--- src/vzc_pkg.sv ---
// ----------------------------------------------------------------------------
// vzc_pkg: shared types and constants of the varint / zigzag codec
// Holds the controller state type, the command and status bundles between
// controller and datapath, and the codec constants.
// ----------------------------------------------------------------------------
package vzc_pkg;

  // Field widths
  localparam int VALUE_W   = 64;
  localparam int BYTE_W    = 8;
  localparam int GROUP_W   = 7;
  localparam int CNT_W     = 4;
  localparam int CFG_IDX_W = 1;
  localparam int CFG_DAT_W = 1;

  // Byte format
  localparam logic [BYTE_W-1:0] CONT_BIT   = 8'h80;
  localparam logic [BYTE_W-1:0] GROUP_MASK = 8'h7f;

  // Width masks
  localparam logic [VALUE_W-1:0] MASK_NARROW = 64'h0000_0000_ffff_ffff;
  localparam logic [VALUE_W-1:0] MASK_WIDE   = 64'hffff_ffff_ffff_ffff;

  // Byte counts: encode index of the tenth byte, decode byte limits
  localparam logic [CNT_W-1:0] ENC_LAST_IDX     = 4'd9;
  localparam logic [CNT_W-1:0] DEC_LIMIT_WIDE   = 4'd10;
  localparam logic [CNT_W-1:0] DEC_LIMIT_NARROW = 4'd5;

  // Function codes
  localparam logic FUNC_ENCODE = 1'b0;
  localparam logic FUNC_DECODE = 1'b1;

  // Configuration register indexes
  localparam logic [CFG_IDX_W-1:0] CFG_WIDE_MODE = 1'b0;
  localparam logic [CFG_IDX_W-1:0] CFG_ZIGZAG_ON = 1'b1;

  // Controller states
  typedef enum logic {
    ST_IDLE,
    ST_ENC
  } vzc_state_t;

  // Commands from controller to datapath
  typedef struct packed {
    logic enc_load;     // capture a value to encode
    logic enc_step;     // emit one encoded byte and shift
    logic dec_step;     // fold one byte into the accumulator
    logic out_load;     // load the result register
    logic out_sel_dec;  // result register takes the decoded value
  } vzc_cmd_t;

  // Status from datapath to controller
  typedef struct packed {
    logic enc_more;     // current encode byte is not the final one
    logic dec_done;     // presented byte completes a value
  } vzc_stat_t;

endpackage

--- src/vzc_in_if.sv ---
// ----------------------------------------------------------------------------
// vzc_in_if: input item channel
// Valid/ready channel carrying one encode value or one decode byte.
// ----------------------------------------------------------------------------
interface vzc_in_if;
  logic        valid;
  logic        ready;
  logic        func;
  logic [63:0] value;
  logic [7:0]  in_byte;

  modport source (output valid, output func, output value, output in_byte, input ready);
  modport sink (input valid, input func, input value, input in_byte, output ready);
endinterface

--- src/vzc_out_if.sv ---
// ----------------------------------------------------------------------------
// vzc_out_if: result channel
// Valid/ready channel carrying one encoded byte or one decoded value.
// ----------------------------------------------------------------------------
interface vzc_out_if;
  logic        valid;
  logic        ready;
  logic        is_value;
  logic [7:0]  out_byte;
  logic [63:0] out_value;
  logic        last;

  modport source (output valid, output is_value, output out_byte, output out_value,
                  output last, input ready);
  modport sink (input valid, input is_value, input out_byte, input out_value,
                input last, output ready);
endinterface

--- src/vzc_ctrl.sv ---
// ----------------------------------------------------------------------------
// vzc_ctrl: codec controller
// Sequences input transfers, encode byte emission and the result register
// occupancy, and issues commands to the datapath.
// ----------------------------------------------------------------------------
module vzc_ctrl (
  input  logic               clk,
  input  logic               rst_n,
  input  logic               in_valid,
  input  logic               in_func,
  output logic               in_ready,
  input  logic               out_ready,
  output logic               out_valid,
  input  vzc_pkg::vzc_stat_t stat,
  output vzc_pkg::vzc_cmd_t  cmd
);
  import vzc_pkg::*;

  vzc_state_t state_r, state_nxt;
  logic       out_valid_r, out_valid_nxt;
  logic       slot_free;
  logic       in_xfer;

  // Result register can take a new entry when empty or being drained
  assign slot_free = !out_valid_r || out_ready;
  assign in_xfer   = in_valid && in_ready;
  assign out_valid = out_valid_r;

  // State and result occupancy registers
  always_ff @(posedge clk) begin
    if (!rst_n) begin
      state_r     <= ST_IDLE;
      out_valid_r <= 1'b0;
    end else begin
      state_r     <= state_nxt;
      out_valid_r <= out_valid_nxt;
    end
  end

  // Next state and commands
  always_comb begin
    state_nxt = state_r;
    cmd       = '0;
    in_ready  = 1'b0;
    unique case (state_r)
      ST_IDLE: begin
        in_ready = slot_free;
        if (in_valid && slot_free) begin
          if (in_func == FUNC_ENCODE) begin
            cmd.enc_load = 1'b1;
            state_nxt    = ST_ENC;
          end else begin
            cmd.dec_step    = 1'b1;
            cmd.out_load    = stat.dec_done;
            cmd.out_sel_dec = 1'b1;
          end
        end
      end
      ST_ENC: begin
        if (slot_free) begin
          cmd.enc_step = 1'b1;
          cmd.out_load = 1'b1;
          if (!stat.enc_more) begin
            state_nxt = ST_IDLE;
          end
        end
      end
    endcase
  end

  // Result register occupancy
  always_comb begin
    if (cmd.out_load) begin
      out_valid_nxt = 1'b1;
    end else if (out_ready) begin
      out_valid_nxt = 1'b0;
    end else begin
      out_valid_nxt = out_valid_r;
    end
  end

  // An encode transfer always starts byte emission
  a_enc_start: assert property (@(posedge clk) disable iff (!rst_n)
    (in_xfer && in_func == FUNC_ENCODE) |=> state_r == ST_ENC)
    else $error("encode transfer did not start emission");

  // A result only appears after a load command
  a_out_src: assert property (@(posedge clk) disable iff (!rst_n)
    $rose(out_valid_r) |-> $past(cmd.out_load))
    else $error("result valid without load");

  // Emission never overwrites a result that is still waiting
  a_no_overwrite: assert property (@(posedge clk) disable iff (!rst_n)
    (cmd.out_load && out_valid_r) |-> out_ready)
    else $error("result register overwritten");

endmodule

--- src/vzc_dp.sv ---
// ----------------------------------------------------------------------------
// vzc_dp: codec datapath
// Holds the configuration registers, the encode shift register, the decode
// accumulator and the result register.
// ----------------------------------------------------------------------------
module vzc_dp (
  input  logic                              clk,
  input  logic                              rst_n,
  input  logic                              cfg_we,
  input  logic [vzc_pkg::CFG_IDX_W-1:0]     cfg_idx,
  input  logic [vzc_pkg::CFG_DAT_W-1:0]     cfg_data,
  input  logic [vzc_pkg::VALUE_W-1:0]       in_value,
  input  logic [vzc_pkg::BYTE_W-1:0]        in_byte,
  input  vzc_pkg::vzc_cmd_t                 cmd,
  output vzc_pkg::vzc_stat_t                stat,
  output logic                              out_is_value,
  output logic [vzc_pkg::BYTE_W-1:0]        out_byte,
  output logic [vzc_pkg::VALUE_W-1:0]       out_value,
  output logic                              out_last
);
  import vzc_pkg::*;

  logic                 wide_mode_r;
  logic                 zigzag_on_r;
  logic [VALUE_W-1:0]   enc_u_r, enc_u_nxt;
  logic [CNT_W-1:0]     enc_cnt_r;
  logic [VALUE_W-1:0]   dec_acc_r, dec_acc_nxt;
  logic [CNT_W-1:0]     dec_cnt_r, dec_cnt_nxt;
  logic                 res_is_value_r;
  logic [BYTE_W-1:0]    res_byte_r;
  logic [VALUE_W-1:0]   res_value_r;
  logic                 res_last_r;

  logic [VALUE_W-1:0]   width_mask;
  logic [VALUE_W-1:0]   enc_masked;
  logic                 enc_sign;
  logic                 enc_more;
  logic [BYTE_W-1:0]    enc_byte;
  logic [CNT_W+2:0]     dec_shamt;
  logic [VALUE_W-1:0]   dec_group;
  logic [CNT_W-1:0]     dec_limit;
  logic                 dec_done;
  logic [VALUE_W-1:0]   dec_unmap;
  logic [VALUE_W-1:0]   dec_value;

  assign width_mask = wide_mode_r ? MASK_WIDE : MASK_NARROW;

  // Configuration registers
  always_ff @(posedge clk) begin
    if (!rst_n) begin
      wide_mode_r <= 1'b1;
      zigzag_on_r <= 1'b0;
    end else if (cfg_we) begin
      unique case (cfg_idx)
        CFG_WIDE_MODE: wide_mode_r <= cfg_data[0];
        CFG_ZIGZAG_ON: zigzag_on_r <= cfg_data[0];
      endcase
    end
  end

  // Encode: mask to width, then optional zigzag mapping
  always_comb begin
    enc_masked = in_value & width_mask;
    enc_sign   = wide_mode_r ? in_value[VALUE_W-1] : in_value[31];
    if (zigzag_on_r) begin
      enc_u_nxt = ({enc_masked[VALUE_W-2:0], 1'b0} ^ {VALUE_W{enc_sign}}) & width_mask;
    end else begin
      enc_u_nxt = enc_masked;
    end
  end

  // Encode byte of the current group
  assign enc_more = (enc_u_r[VALUE_W-1:GROUP_W] != '0) && (enc_cnt_r != ENC_LAST_IDX);
  assign enc_byte = enc_more ? ((enc_u_r[BYTE_W-1:0] & GROUP_MASK) | CONT_BIT)
                             : enc_u_r[BYTE_W-1:0];

  // Encode shift register: load on transfer, advance one group per byte
  always_ff @(posedge clk) begin
    if (cmd.enc_load) begin
      enc_u_r   <= enc_u_nxt;
      enc_cnt_r <= '0;
    end else if (cmd.enc_step) begin
      enc_u_r   <= enc_u_r >> GROUP_W;
      enc_cnt_r <= enc_cnt_r + 1'b1;
    end
  end

  // Decode: place the byte's group at seven times the byte count
  always_comb begin
    dec_shamt = {dec_cnt_r, 3'b000} - {3'b000, dec_cnt_r};
    if (dec_cnt_r < DEC_LIMIT_WIDE) begin
      dec_group = {{(VALUE_W-GROUP_W){1'b0}}, in_byte[GROUP_W-1:0]} << dec_shamt[5:0];
    end else begin
      dec_group = '0;
    end
    dec_acc_nxt = (dec_acc_r | dec_group) & width_mask;
    dec_cnt_nxt = dec_cnt_r + 1'b1;
    dec_limit   = wide_mode_r ? DEC_LIMIT_WIDE : DEC_LIMIT_NARROW;
    dec_done    = !in_byte[BYTE_W-1] || (dec_cnt_nxt >= dec_limit);
  end

  // Status to the controller
  assign stat = '{enc_more: enc_more, dec_done: dec_done};

  // Decode: undo zigzag and, with zigzag on, sign-extend a narrow result
  always_comb begin
    dec_unmap = {1'b0, dec_acc_nxt[VALUE_W-1:1]} ^ {VALUE_W{dec_acc_nxt[0]}};
    if (!zigzag_on_r) begin
      dec_value = dec_acc_nxt;
    end else if (wide_mode_r) begin
      dec_value = dec_unmap;
    end else begin
      dec_value = {{32{dec_unmap[31]}}, dec_unmap[31:0]};
    end
  end

  // Decode accumulator: clear once a value completes
  always_ff @(posedge clk) begin
    if (!rst_n) begin
      dec_acc_r <= '0;
      dec_cnt_r <= '0;
    end else if (cmd.dec_step) begin
      if (stat.dec_done) begin
        dec_acc_r <= '0;
        dec_cnt_r <= '0;
      end else begin
        dec_acc_r <= dec_acc_nxt;
        dec_cnt_r <= dec_cnt_nxt;
      end
    end
  end

  // Result register
  always_ff @(posedge clk) begin
    if (cmd.out_load) begin
      if (cmd.out_sel_dec) begin
        res_is_value_r <= 1'b1;
        res_byte_r     <= '0;
        res_value_r    <= dec_value;
        res_last_r     <= 1'b1;
      end else begin
        res_is_value_r <= 1'b0;
        res_byte_r     <= enc_byte;
        res_value_r    <= '0;
        res_last_r     <= !stat.enc_more;
      end
    end
  end

  assign out_is_value = res_is_value_r;
  assign out_byte     = res_byte_r;
  assign out_value    = res_value_r;
  assign out_last     = res_last_r;

  // Decode count never passes the wide limit
  a_dec_cnt: assert property (@(posedge clk) disable iff (!rst_n)
    dec_cnt_r < DEC_LIMIT_WIDE)
    else $error("decode count out of range");

  // A completed value leaves the byte count cleared
  a_dec_clear: assert property (@(posedge clk) disable iff (!rst_n)
    (cmd.dec_step && stat.dec_done) |=> dec_cnt_r == '0)
    else $error("decode count not cleared after a value");

  // The final encoded byte never carries the continuation bit
  a_enc_last: assert property (@(posedge clk) disable iff (!rst_n)
    (cmd.out_load && !cmd.out_sel_dec && !stat.enc_more) |=> !res_byte_r[BYTE_W-1])
    else $error("final encoded byte has continuation bit");

endmodule

--- src/varint_zigzag_codec_top.sv ---
// ----------------------------------------------------------------------------
// varint_zigzag_codec_top: 7-bit varint codec with zigzag mapping
// Encodes 32/64-bit values to 1..10 bytes and decodes byte streams back to
// values, with optional zigzag signed mapping.
//
//   channel | direction | payload
//   --------+-----------+--------------------------------------------
//   in_ch   | sink      | func, value, in_byte
//   out_ch  | source    | is_value, out_byte, out_value, last
//   cfg_*   | write     | wide_mode (index 0), zigzag_on (index 1)
//
// A decode item is folded into the accumulator; a value leaves in the result register.
// An encode item is captured and then emitted one byte at a time from the
// single encode shift register, which takes no new item until the last byte.
// The result register parts input and output: a new item is taken while the
// waiting result is transferred. Output stalls hold emission in place.
// Reset is synchronous and needs no clearing pass.
// ----------------------------------------------------------------------------
module varint_zigzag_codec_top (
  input  logic                          clk,
  input  logic                          rst_n,
  input  logic                          cfg_we,
  input  logic [vzc_pkg::CFG_IDX_W-1:0] cfg_idx,
  input  logic [vzc_pkg::CFG_DAT_W-1:0] cfg_data,
  vzc_in_if.sink                        in_ch,
  vzc_out_if.source                     out_ch
);
  import vzc_pkg::*;

  vzc_cmd_t  cmd;
  vzc_stat_t stat;

  // Controller
  vzc_ctrl u_ctrl (
    .clk       (clk),
    .rst_n     (rst_n),
    .in_valid  (in_ch.valid),
    .in_func   (in_ch.func),
    .in_ready  (in_ch.ready),
    .out_ready (out_ch.ready),
    .out_valid (out_ch.valid),
    .stat      (stat),
    .cmd       (cmd)
  );

  // Datapath
  vzc_dp u_dp (
    .clk          (clk),
    .rst_n        (rst_n),
    .cfg_we       (cfg_we),
    .cfg_idx      (cfg_idx),
    .cfg_data     (cfg_data),
    .in_value     (in_ch.value),
    .in_byte      (in_ch.in_byte),
    .cmd          (cmd),
    .stat         (stat),
    .out_is_value (out_ch.is_value),
    .out_byte     (out_ch.out_byte),
    .out_value    (out_ch.out_value),
    .out_last     (out_ch.last)
  );

endmodule

--- src/flat_wrapper.sv ---
// flat-port wrapper written by rule: the top's interface ports become plain ports
module varint_zigzag_codec_top_flat import vzc_pkg::*;
  (clk, rst_n, cfg_we, cfg_idx, cfg_data, in_ch_valid, in_ch_func, in_ch_value, in_ch_in_byte, in_ch_ready, out_ch_valid, out_ch_is_value, out_ch_out_byte, out_ch_out_value, out_ch_last, out_ch_ready);
  vzc_in_if in_ch_i ();
  vzc_out_if out_ch_i ();
  input  logic clk;
  input  logic rst_n;
  input  logic cfg_we;
  input  logic [vzc_pkg::CFG_IDX_W-1:0] cfg_idx;
  input  logic [vzc_pkg::CFG_DAT_W-1:0] cfg_data;
  input wire logic [$bits(in_ch_i.valid)-1:0] in_ch_valid;
  input wire logic [$bits(in_ch_i.func)-1:0] in_ch_func;
  input wire logic [$bits(in_ch_i.value)-1:0] in_ch_value;
  input wire logic [$bits(in_ch_i.in_byte)-1:0] in_ch_in_byte;
  output wire logic [$bits(in_ch_i.ready)-1:0] in_ch_ready;
  output wire logic [$bits(out_ch_i.valid)-1:0] out_ch_valid;
  output wire logic [$bits(out_ch_i.is_value)-1:0] out_ch_is_value;
  output wire logic [$bits(out_ch_i.out_byte)-1:0] out_ch_out_byte;
  output wire logic [$bits(out_ch_i.out_value)-1:0] out_ch_out_value;
  output wire logic [$bits(out_ch_i.last)-1:0] out_ch_last;
  input wire logic [$bits(out_ch_i.ready)-1:0] out_ch_ready;
  assign in_ch_i.valid = in_ch_valid;
  assign in_ch_i.func = in_ch_func;
  assign in_ch_i.value = in_ch_value;
  assign in_ch_i.in_byte = in_ch_in_byte;
  assign in_ch_ready = in_ch_i.ready;
  assign out_ch_valid = out_ch_i.valid;
  assign out_ch_is_value = out_ch_i.is_value;
  assign out_ch_out_byte = out_ch_i.out_byte;
  assign out_ch_out_value = out_ch_i.out_value;
  assign out_ch_last = out_ch_i.last;
  assign out_ch_i.ready = out_ch_ready;
  varint_zigzag_codec_top u_core (.clk(clk), .rst_n(rst_n), .cfg_we(cfg_we), .cfg_idx(cfg_idx), .cfg_data(cfg_data), .in_ch(in_ch_i), .out_ch(out_ch_i));
endmodule
--- config.mk ---
export PLATFORM = sky130hd
export DESIGN_NAME = varint_zigzag_codec_top_flat
export DESIGN_NICKNAME = d
export VERILOG_FILES = /design/src/vzc_pkg.sv /design/src/vzc_in_if.sv /design/src/vzc_out_if.sv /design/src/vzc_ctrl.sv /design/src/vzc_dp.sv /design/src/varint_zigzag_codec_top.sv /design/src/flat_wrapper.sv
export SDC_FILE = /design/constraint.sdc
export NUM_CORES = 1
export LEC_CHECK = 0
export BUFFER_PORTS_ARGS = -buffer_cell sky130_fd_sc_hd__buf_4
export CORE_UTILIZATION = 40
export DETAILED_ROUTE_END_ITERATION = 7
export GPL_TIMING_DRIVEN = 0
export SYNTH_ARGS = -nofsm -noshare
export SYNTH_HDL_FRONTEND = slang
export SYNTH_SLANG_ARGS = --single-unit
--- constraint.sdc ---
create_clock -name clk -period 10.46 [get_ports clk]
set_input_delay 0.523 -clock clk [delete_from_list [all_inputs] [get_ports clk]]
set_output_delay 0.523 -clock clk [all_outputs]
set_load 0.1 [all_outputs]
==> results of run 1 <==
[power breakdown]
group	internal, uW	switching [uW]	leakage (uW)
clock	548	341	0.000402
sequential	976	29.7	0.00192
combinational	187	471	0.00292
[per-stage QoR]
| stage | area [sq um] | cells | hold slack, ns | worst slack [ns] |
|---|---|---|---|---|
| after detailed placement | 13800 | 1759 | 0.448 | 6.32 |
| after floorplan | 12100 | 1213 | 0.434 | 1.47 |
| after global routing | 14600 | 1803 | 0.264 | 6.03 |
| after CTS | 14600 | 1803 | 0.245 | 6.32 |
| final | 14600 | 1803 | 0.250 | 6.24 |
| after global placement | 13700 | 1757 | 0.443 | -0.201 |
[per-layer routing]
metal / global-route usage, % / wire (um)
met5: 0 / 0
met1: 30.7 / 15400
met4: 9.06 / 1390
met2: 37.5 / 16700
met3: 4.74 / 2870
[sequential cells by signal (all words and copies together) (netlist names), 4 cells and up]
register	cells
u_core.u_dp.dec_cnt_r	4
u_core.u_dp.out_byte	8
u_core.u_dp.enc_u_r	64
u_core.u_dp.dec_acc_r	64
u_core.u_dp.enc_cnt_r	4
u_core.u_dp.out_value	64
[placed cells by master (no fill, tap or decap), types with 25 or more instances in the layout]
cell type / n
nand2_1: 177
buf_4: 159
edfxtp_1: 138
xnor2_1: 82
dfxtp_1: 76
nor2_1: 73
clkbuf_1: 67
o21ai_0: 54
a21oi_1: 44
nor3_1: 39
nor2b_1: 36
mux2i_1: 35
o2111ai_1: 35
a22oi_1: 29
clkbuf_16: 25
[synth_stat cells, types with 35 or more instances]
master	count
nor2_1	73
mux2i_1	35
nor3_1	39
edfxtp_1	138
a21oi_1	44
dfxtp_1	76
nand2_1	178
clkbuf_1	62
o21ai_0	55
nor2b_1	36
o2111ai_1	35
xnor2_1	82
[cell families after synthesis]
group / synth area share [%]
and+or+nand+nor: 17.0
AOI/OAI and AO/OA: 20.0
DFF: 47.0
buffers and inverters: 3.93
xor gates and xnor gates: 6.41
muxes: 4.71
adders and majority gates: 0.934
[area by class of cell]
| type | count | area, sq um | share of cell area (%) |
|---|---|---|---|
| multi-input cells | 894 | 5930 | 40.7 |
| repair buffers | 156 | 1200 | 8.20 |
| flip-flops and latches | 214 | 5670 | 38.8 |
| clock inverters | 12 | 159 | 1.09 |
| well taps | 390 | 488 | 3.35 |
| clock buffers | 32 | 672 | 4.61 |
| inverters | 9 | 33.8 | 0.232 |
| plain buffers | 96 | 440 | 3.02 |
[worst reg2reg max path, cell delays in order (launching register included)]
cell	delay, ns
dfxtp_1	0.33
clkbuf_1	0.63
inv_1	0.20
buf_1	0.46
ha_1	0.43
nand2b_1	0.14
a21o_1	0.17
a21o_1	0.24
a2111oi_4	0.69
clkbuf_1	0.51
o21ai_0	0.15
a21boi_0	0.21
[worst max-delay path by stage]
stage	from	slack, ns	cells after the start	end
2_1_floorplan	u_core.u_ctrl.out_valid	1.47	6	u_core.u_dp.out_byte[0]
5_1_grt	u_core.u_dp.wide_mode_r	6.03	11	u_core.u_dp.dec_acc_r[16]
4_1_cts	u_core.u_dp.wide_mode_r	6.32	11	u_core.u_dp.dec_acc_r[14]
3_5_place_dp	u_core.u_dp.wide_mode_r	6.32	11	u_core.u_dp.dec_acc_r[14]
3_3_place_gp	u_core.u_dp.wide_mode_r	-0.20	9	u_core.u_dp.out_value[42]
6_report	u_core.u_dp.wide_mode_r	6.24	11	u_core.u_dp.dec_acc_r[63]
==> flow_summary.ini, run 1 <==
[grt]
grt_overflow = 0
antenna_found_initial = 0
grt_pass1_wl_um = 55200
grt_use_total_pct = 23.3
grt_pass1_vias = 9612
grt_max_degree = 65

[setup_path]
r2r_slack_ns = 6.24
worst-endpoint-required_ns = 10.91
path_cells = clkbuf_1 -> inv_1 -> buf_1 -> ha_1 -> nand2b_1 -> a21o_1 -> a21o_1 -> a2111oi_4 -> clkbuf_1 -> o21ai_0 -> a21boi_0
r2r-start = u_core.u_dp.wide_mode_r
end_kind = flip-flop
reg2reg_to = u_core.u_dp.dec_acc_r[63]
r2r_cells = 11
start_kind = flip-flop
critPathTopFamily = buffers and inverters
arrival_ns = 4.67
critPathBufInv = 4
crit_slowest_cell = a2111oi_4
crit_type = flip-flop to flip-flop
max_stage_delay_ns = 0.69
cp_max_fo = 12

[finish]
finalNetCount = 1484
areaGrowthSynthToFinish_pct = 21.0
drive_above_1_share_pct = 18.6
fill_cells = 2828
insertedDiodeCount = 0
postLayoutCoreUtil_pct = 49.2

[route]
routed_wl_um = 36400
drt-wirelength-per-cell_um = 20.2
antenna_left = 0
vias = 10246
drc = 0
vias_per_cell = 5.68
drtPass1Iterations = 5
drt_iter0_drc = 910

[placement]
hpwlAfterDp_um = 27400
gp_congestion = 0.915
port_buffers = 154

[cts]
h-tree-depth = 1
clk_latency_ns = 0.53
numClockSinks = 214
post_cts_buffers = 0
cts_tree = done
hold_buffers = 0
cts_buffers = 24
clk_pin_slew_ns = 0.07
cts_resized = 0
root_buffer = clkbuf_16
cts_max_path_buffers = 3

[timing]
fin_setup_tns_ns = 0
period_needed_ns = 4.22
rsz0062_at_grt = false
hold_viol = 0
finalCritPeriodShare_pct = 40.4
slew_headroom_pct = 37.1
fmax_mhz = 237
report.final.slew_viol_count = 0
finalClockSkew_ns = 0.0176
worst_pin_slew_ns = 0.944
setup_viol = 0

[floorplanning]
die_w_um = 176
die_h_um = 176
ios = 156
initial_core_util_pct = 40.7
num_rows = 63
dieArea_sq_um = 30800
core_sq_um = 29600

[min_path]
hp-start = cfg_data
min_path_type = input port to flip-flop
worstHoldEndpoint = u_core.u_dp.wide_mode_r
hold_depth = 3

[logic_synthesis]
ys_warn_count = 0
ys.flop_type = edfxtp_1
synth_cell_types = 80
synthTopCellsByArea = edfxtp_1, dfxtp_1, xnor2_1, nand2_1, mux2i_1
synth_top_cell_area_share_pct = 34.4
synth_seq_cells = 214
syn_area_per_cell_sq_um = 9.94
synth_cells = 1213
yosys.area.top_type = edfxtp_1
ys_seq_area_share_pct = 47.0
postSynth.asyncResetShare_pct = 0
synth_area_sq_um = 12100
synth_edf_count = 138
syn-num-nets = 1302

[power]
irDropWorstVdd_mv = 0.133
power_uw = 2550
power_density_nw_per_um2 = 175
leakage_uw = 0.00525

[flow_run]
cap_violations = 0

[outcome]
status = finished, final reports clean
Note: power is estimated with default switching activity, not from simulation.
==> inputs of run 2 (changes only) <==
Clock period 10.46 ns to 3.6 ns, I/O delays scaled along.
==> run 2 against run 1 <==
Against the previous run: maximum frequency increased by 20%; global-route usage increased by 0.37 points; sequential power increased to 2.9 times the previous value; flip-flop and latch count unchanged; critical path depth increased by 1; final cell count increased by 0.61%; hold slack got worse by 0.24 ns; worst setup slack got worse by 6.2 ns; utilization increased by 0.41 points; power increased to 2.8 times the previous value; critical endpoint is now u_core.u_dp.out_value[51]; die area unchanged.
==> flow_summary.ini, run 2 (synthesized netlist as in run 1, its figures left out) <==
[setup_path]
cp_max_fo = 10
start_kind = flip-flop
crit_type = flip-flop to flip-flop
worst-endpoint-required_ns = 3.90
end_kind = flip-flop
arrival_ns = 3.81

[timing]
setup_viol = 0
hold-worst-slack_ns = 0.0121
finalClockSkew_ns = 0.0109
fmax_mhz = 285
report.final.slew_viol_count = 0
worst_pin_slew_ns = 0.821
finalCritPeriodShare_pct = 97.6
fin_setup_tns_ns = 0
hold_viol = 0
period_needed_ns = 3.51
slew_headroom_pct = 43.7
rsz0062_at_grt = true

[floorplanning]
ios = 156
dieArea_sq_um = 30800
num_rows = 63
core_sq_um = 29600
die_w_um = 176
die_h_um = 176
initial_core_util_pct = 40.7

[placement]
dp.cells = 1760
hpwlAfterDp_um = 27800
port_buffers = 154
gp_congestion = 0.929

[cts]
numClockSinks = 214
clk_pin_slew_ns = 0.06
cts_buffers = 25
root_buffer = clkbuf_16
clk_latency_ns = 0.51
h-tree-depth = 1
cts_max_path_buffers = 3
cts_tree = done

[finish]
finalNetCount = 1495
insertedDiodeCount = 0
areaGrowthSynthToFinish_pct = 22.0
fill_cells = 2813
stdcell_count = 1814
layout_common_cells = nand2_1, buf_4, edfxtp_1
postLayoutCoreUtil_pct = 49.6
drive_above_1_share_pct = 20.4
final_common_cell = nand2_1

[min_path]
min_path_type = input port to flip-flop

[grt]
grt_pass1_vias = 9800
grt_max_degree = 65
antenna_found_initial = 0
grt_overflow = 0
grt_pass1_wl_um = 56100
grt_use_total_pct = 23.7

[outcome]
status = finished, final reports clean

[power]
power_density_nw_per_um2 = 485
irDropWorstVdd_mv = 0.317
leakage_uw = 0.00530

[route]
drt-wirelength-per-cell_um = 20.1
vias_per_cell = 5.71
vias = 10361
antenna_left = 0
drtPass1Iterations = 6
drt_iter0_drc = 922
drc = 0
routed_wl_um = 36500

[flow_run]
cap_violations = 0
[run 2: area by class of cell]
class,count,area (sq um),area share (%)
tap,390,488,3.32
sequential,214,5670,38.6
multi-input combinational,894,6040,41.1
clock buffer,37,671,4.56
clock inverter,8,46.3,0.315
inverter,9,33.8,0.230
timing repair buffer,166,1300,8.85
buffer,96,457,3.11
[run 2: per-stage QoR]
| step | area, sq um | total power, uW | setup WS (ns) |
|---|---|---|---|
| 6_report | 14700 | 7140 | 0.0871 |
| 5_1_grt | 14700 | 7400 | -0.0173 |
| 4_1_cts | 14600 | 7150 | 0.0149 |
| 3_5_place_dp | 13800 | 4880 | -0.514 |
| 3_3_place_gp | 13700 | 4850 | -1.31 |
| 2_1_floorplan | 12100 | 4320 | 0.0160 |
[run 2: repair_timing]
action,4_1_cts,5_1_grt
pin swaps,2,1
hold endpoints to repair,1,0
hold buffers,1,0
endpoints found under the setup margin,170,97
resized for setup,12,18
gates cloned,0,0
setup buffers,3,5
[run 2: worst max-delay path: stages (launching register included)]
cell	delay [ns]
dfxtp_2	0.45
buf_6	0.19
buf_4	0.19
inv_1	0.08
ha_1	0.34
buf_6	0.15
nor3b_2	0.34
and2_1	0.18
clkbuf_1	0.32
a21oi_1	0.21
buf_2	0.27
a211o_1	0.29
o21ai_1	0.28
[run 2: worst paths after layout]
check | from | end | slack (ns) | cells past startpoint
max reg2reg | u_core.u_dp.dec_cnt_r[0] | u_core.u_dp.out_value[51] | 0.09 | 12
min | cfg_we | u_core.u_dp.zigzag_on_r | 0.01 | 4
max | u_core.u_dp.dec_cnt_r[0] | u_core.u_dp.out_value[51] | 0.09 | 12
min reg2reg | u_core.u_dp.dec_acc_r[56] | u_core.u_dp.dec_acc_r[56] | 0.47 | 2
[run 2: per-layer routing]
metal  track usage, %  part of all wire [%]
met5                0                     0
met4             8.99                   3.5
met3             5.13                   7.6
met2             38.9                    47
met1             30.4                    42
[run 2: report_power, final]
part	switching (uW)	internal [uW]	leakage, uW
clock	970	1290	0.000342
combinational	1380	572	0.00303
sequential	87.7	2840	0.00192
==> inputs of run 3 (changes only) <==
Settings changed: RECOVER_POWER set to 50.
==> run 3 against run 2 <==
Against the previous run: clock power is essentially flat; critical path depth stayed put; critical path type unchanged; combinational power shrank 3%; flip-flop and latch count unchanged; hold slack better by 0.0043 ns; largest power group unchanged; non-clock buffer count unchanged; largest cell class unchanged.
==> flow_summary.ini, run 3 (synthesized netlist as in run 1, its figures left out) <==
[outcome]
status = finished, final reports clean

[route]
vias_per_cell = 5.71
drt-wirelength-per-cell_um = 20.2
vias = 10349
antenna_left = 0
drtPass1Iterations = 5
drt_iter0_drc = 1028
drc = 0
routed_wl_um = 36600

[finish]
finalNetCount = 1495
drive_above_1_share_pct = 14.9
final_common_cell = nand2_1
insertedDiodeCount = 0
areaGrowthSynthToFinish_pct = 19.6
stdcell_count = 1814
final_area_sq_um = 14400
layout_common_cells = nand2_1, clkbuf_1, edfxtp_1

[timing]
fmax_mhz = 287
finalClockSkew_ns = 0.0112
hold_viol = 0
rsz0062_at_grt = true
setup_viol = 0
worst_pin_slew_ns = 1.27
report.final.slew_viol_count = 0
fin_ws_ns = 0.114
slew_headroom_pct = 15.7
period_needed_ns = 3.49
fin_setup_tns_ns = 0
finalCritPeriodShare_pct = 96.8

[placement]
hpwlAfterDp_um = 27800
port_buffers = 154
dp.cells = 1760
placedInstanceArea_sq_um = 13800
pre_cts_slack_ns = -0.514
gp_congestion = 0.929

[power]
irDropWorstVdd_mv = 0.315
power_density_nw_per_um2 = 491
power_uw = 7070
leakage_uw = 0.00502

[setup_path]
worst-endpoint-required_ns = 3.90
arrival_ns = 3.78
r2r-start = u_core.u_dp.dec_cnt_r[0]
start_kind = flip-flop
reg2reg_to = u_core.u_dp.out_value[51]
crit_type = flip-flop to flip-flop
cp-startpoint = u_core.u_dp.dec_cnt_r[0]
crit_end = u_core.u_dp.out_value[51]
critPathBufInv = 6
path_cells = buf_6 -> buf_4 -> inv_1 -> ha_1 -> buf_6 -> nor3b_2 -> and2_1 -> clkbuf_1 -> a21oi_1 -> buf_2 -> a211o_1 -> o21ai_1
max_stage_delay_ns = 0.44
worst-path-stages = 12
crit_slowest_cell = dfxtp_2
end_kind = flip-flop
cp_max_fo = 10
r2r_cells = 12
critPathTopFamily = buffers and inverters
cpMostUsedCell = buf_6
r2r_slack_ns = 0.11

[grt]
grt_pass1_wl_um = 56100
grt_pass1_vias = 9800
grt_max_degree = 65
antenna_found_initial = 0
grt_use_total_pct = 23.7
grt_overflow = 0

[cts]
cts_tree = done
cts_buffers = 25
numClockSinks = 214
cts_max_path_buffers = 3
clk_pin_slew_ns = 0.06
root_buffer = clkbuf_16
h-tree-depth = 1
clk_latency_ns = 0.51

[floorplanning]
dieArea_sq_um = 30800
ios = 156
initial_core_util_pct = 40.7
core_sq_um = 29600
num_rows = 63
die_w_um = 176
die_h_um = 176

[flow_run]
cap_violations = 0

[min_path]
min_path_type = input port to flip-flop
-- run 3: report_power, final --
part	switching, uW	leakage (uW)	internal, uW
registers	86.2	0.00192	2840
clock network	966	0.000342	1290
logic	1380	0.00275	512
total	2440	0.00502	4640
-- run 3: area by class of cell --
class	instances	area, sq um
fill	2896	15200
multi-input combinational	894	6030
sequential	214	5670
timing repair buffer	166	1020
clock buffer	37	671
tap	390	488
buffer	96	455
clock inverter	8	46.3
inverter	9	33.8
-- run 3: what timing repair did --
item	in CTS	in global routing
gates resized for setup	12	18
hold buffers	1	0
pin swaps	2	1
endpoints found under the hold margin	1	0
buffers inserted	3	5
endpoints found under the setup margin	170	97
-- run 3: worst register-to-register path: stages (launching register included) --
cell	delay (ns)
dfxtp_2	0.44
buf_6	0.20
buf_4	0.20
inv_1	0.08
ha_1	0.34
buf_6	0.15
nor3b_2	0.33
and2_1	0.18
clkbuf_1	0.30
a21oi_1	0.21
buf_2	0.27
a211o_1	0.30
o21ai_1	0.28
-- run 3: worst min-delay path by stage --
stage	from	endpoint	slack (ns)	cells after the start
finish	cfg_we	u_core.u_dp.zigzag_on_r	0.02	4
detailed placement	cfg_data	u_core.u_dp.wide_mode_r	0.44	3
floorplan	cfg_data	u_core.u_dp.wide_mode_r	0.32	2
CTS	in_ch_value[52]	u_core.u_dp.enc_u_r[52]	0.008	3
global placement	cfg_data	u_core.u_dp.wide_mode_r	0.44	3
global route	in_ch_value[52]	u_core.u_dp.enc_u_r[52]	0.03	3
-- run 3: per-stage QoR --
stage | utilization, % | hold slack, ns
floorplan | - | 0.324
global placement | 46.3 | 0.436
detailed placement | 46.6 | 0.442
CTS | 49.3 | 0.00780
global route | 48.6 | 0.0285
finish | 48.6 | 0.0164
-- run 3: per-layer routing --
layer	global-route usage [%]	share of wire [%]
met5	0	0
met4	8.99	3.4
met3	5.13	7.8
met2	38.9	47
met1	30.4	42
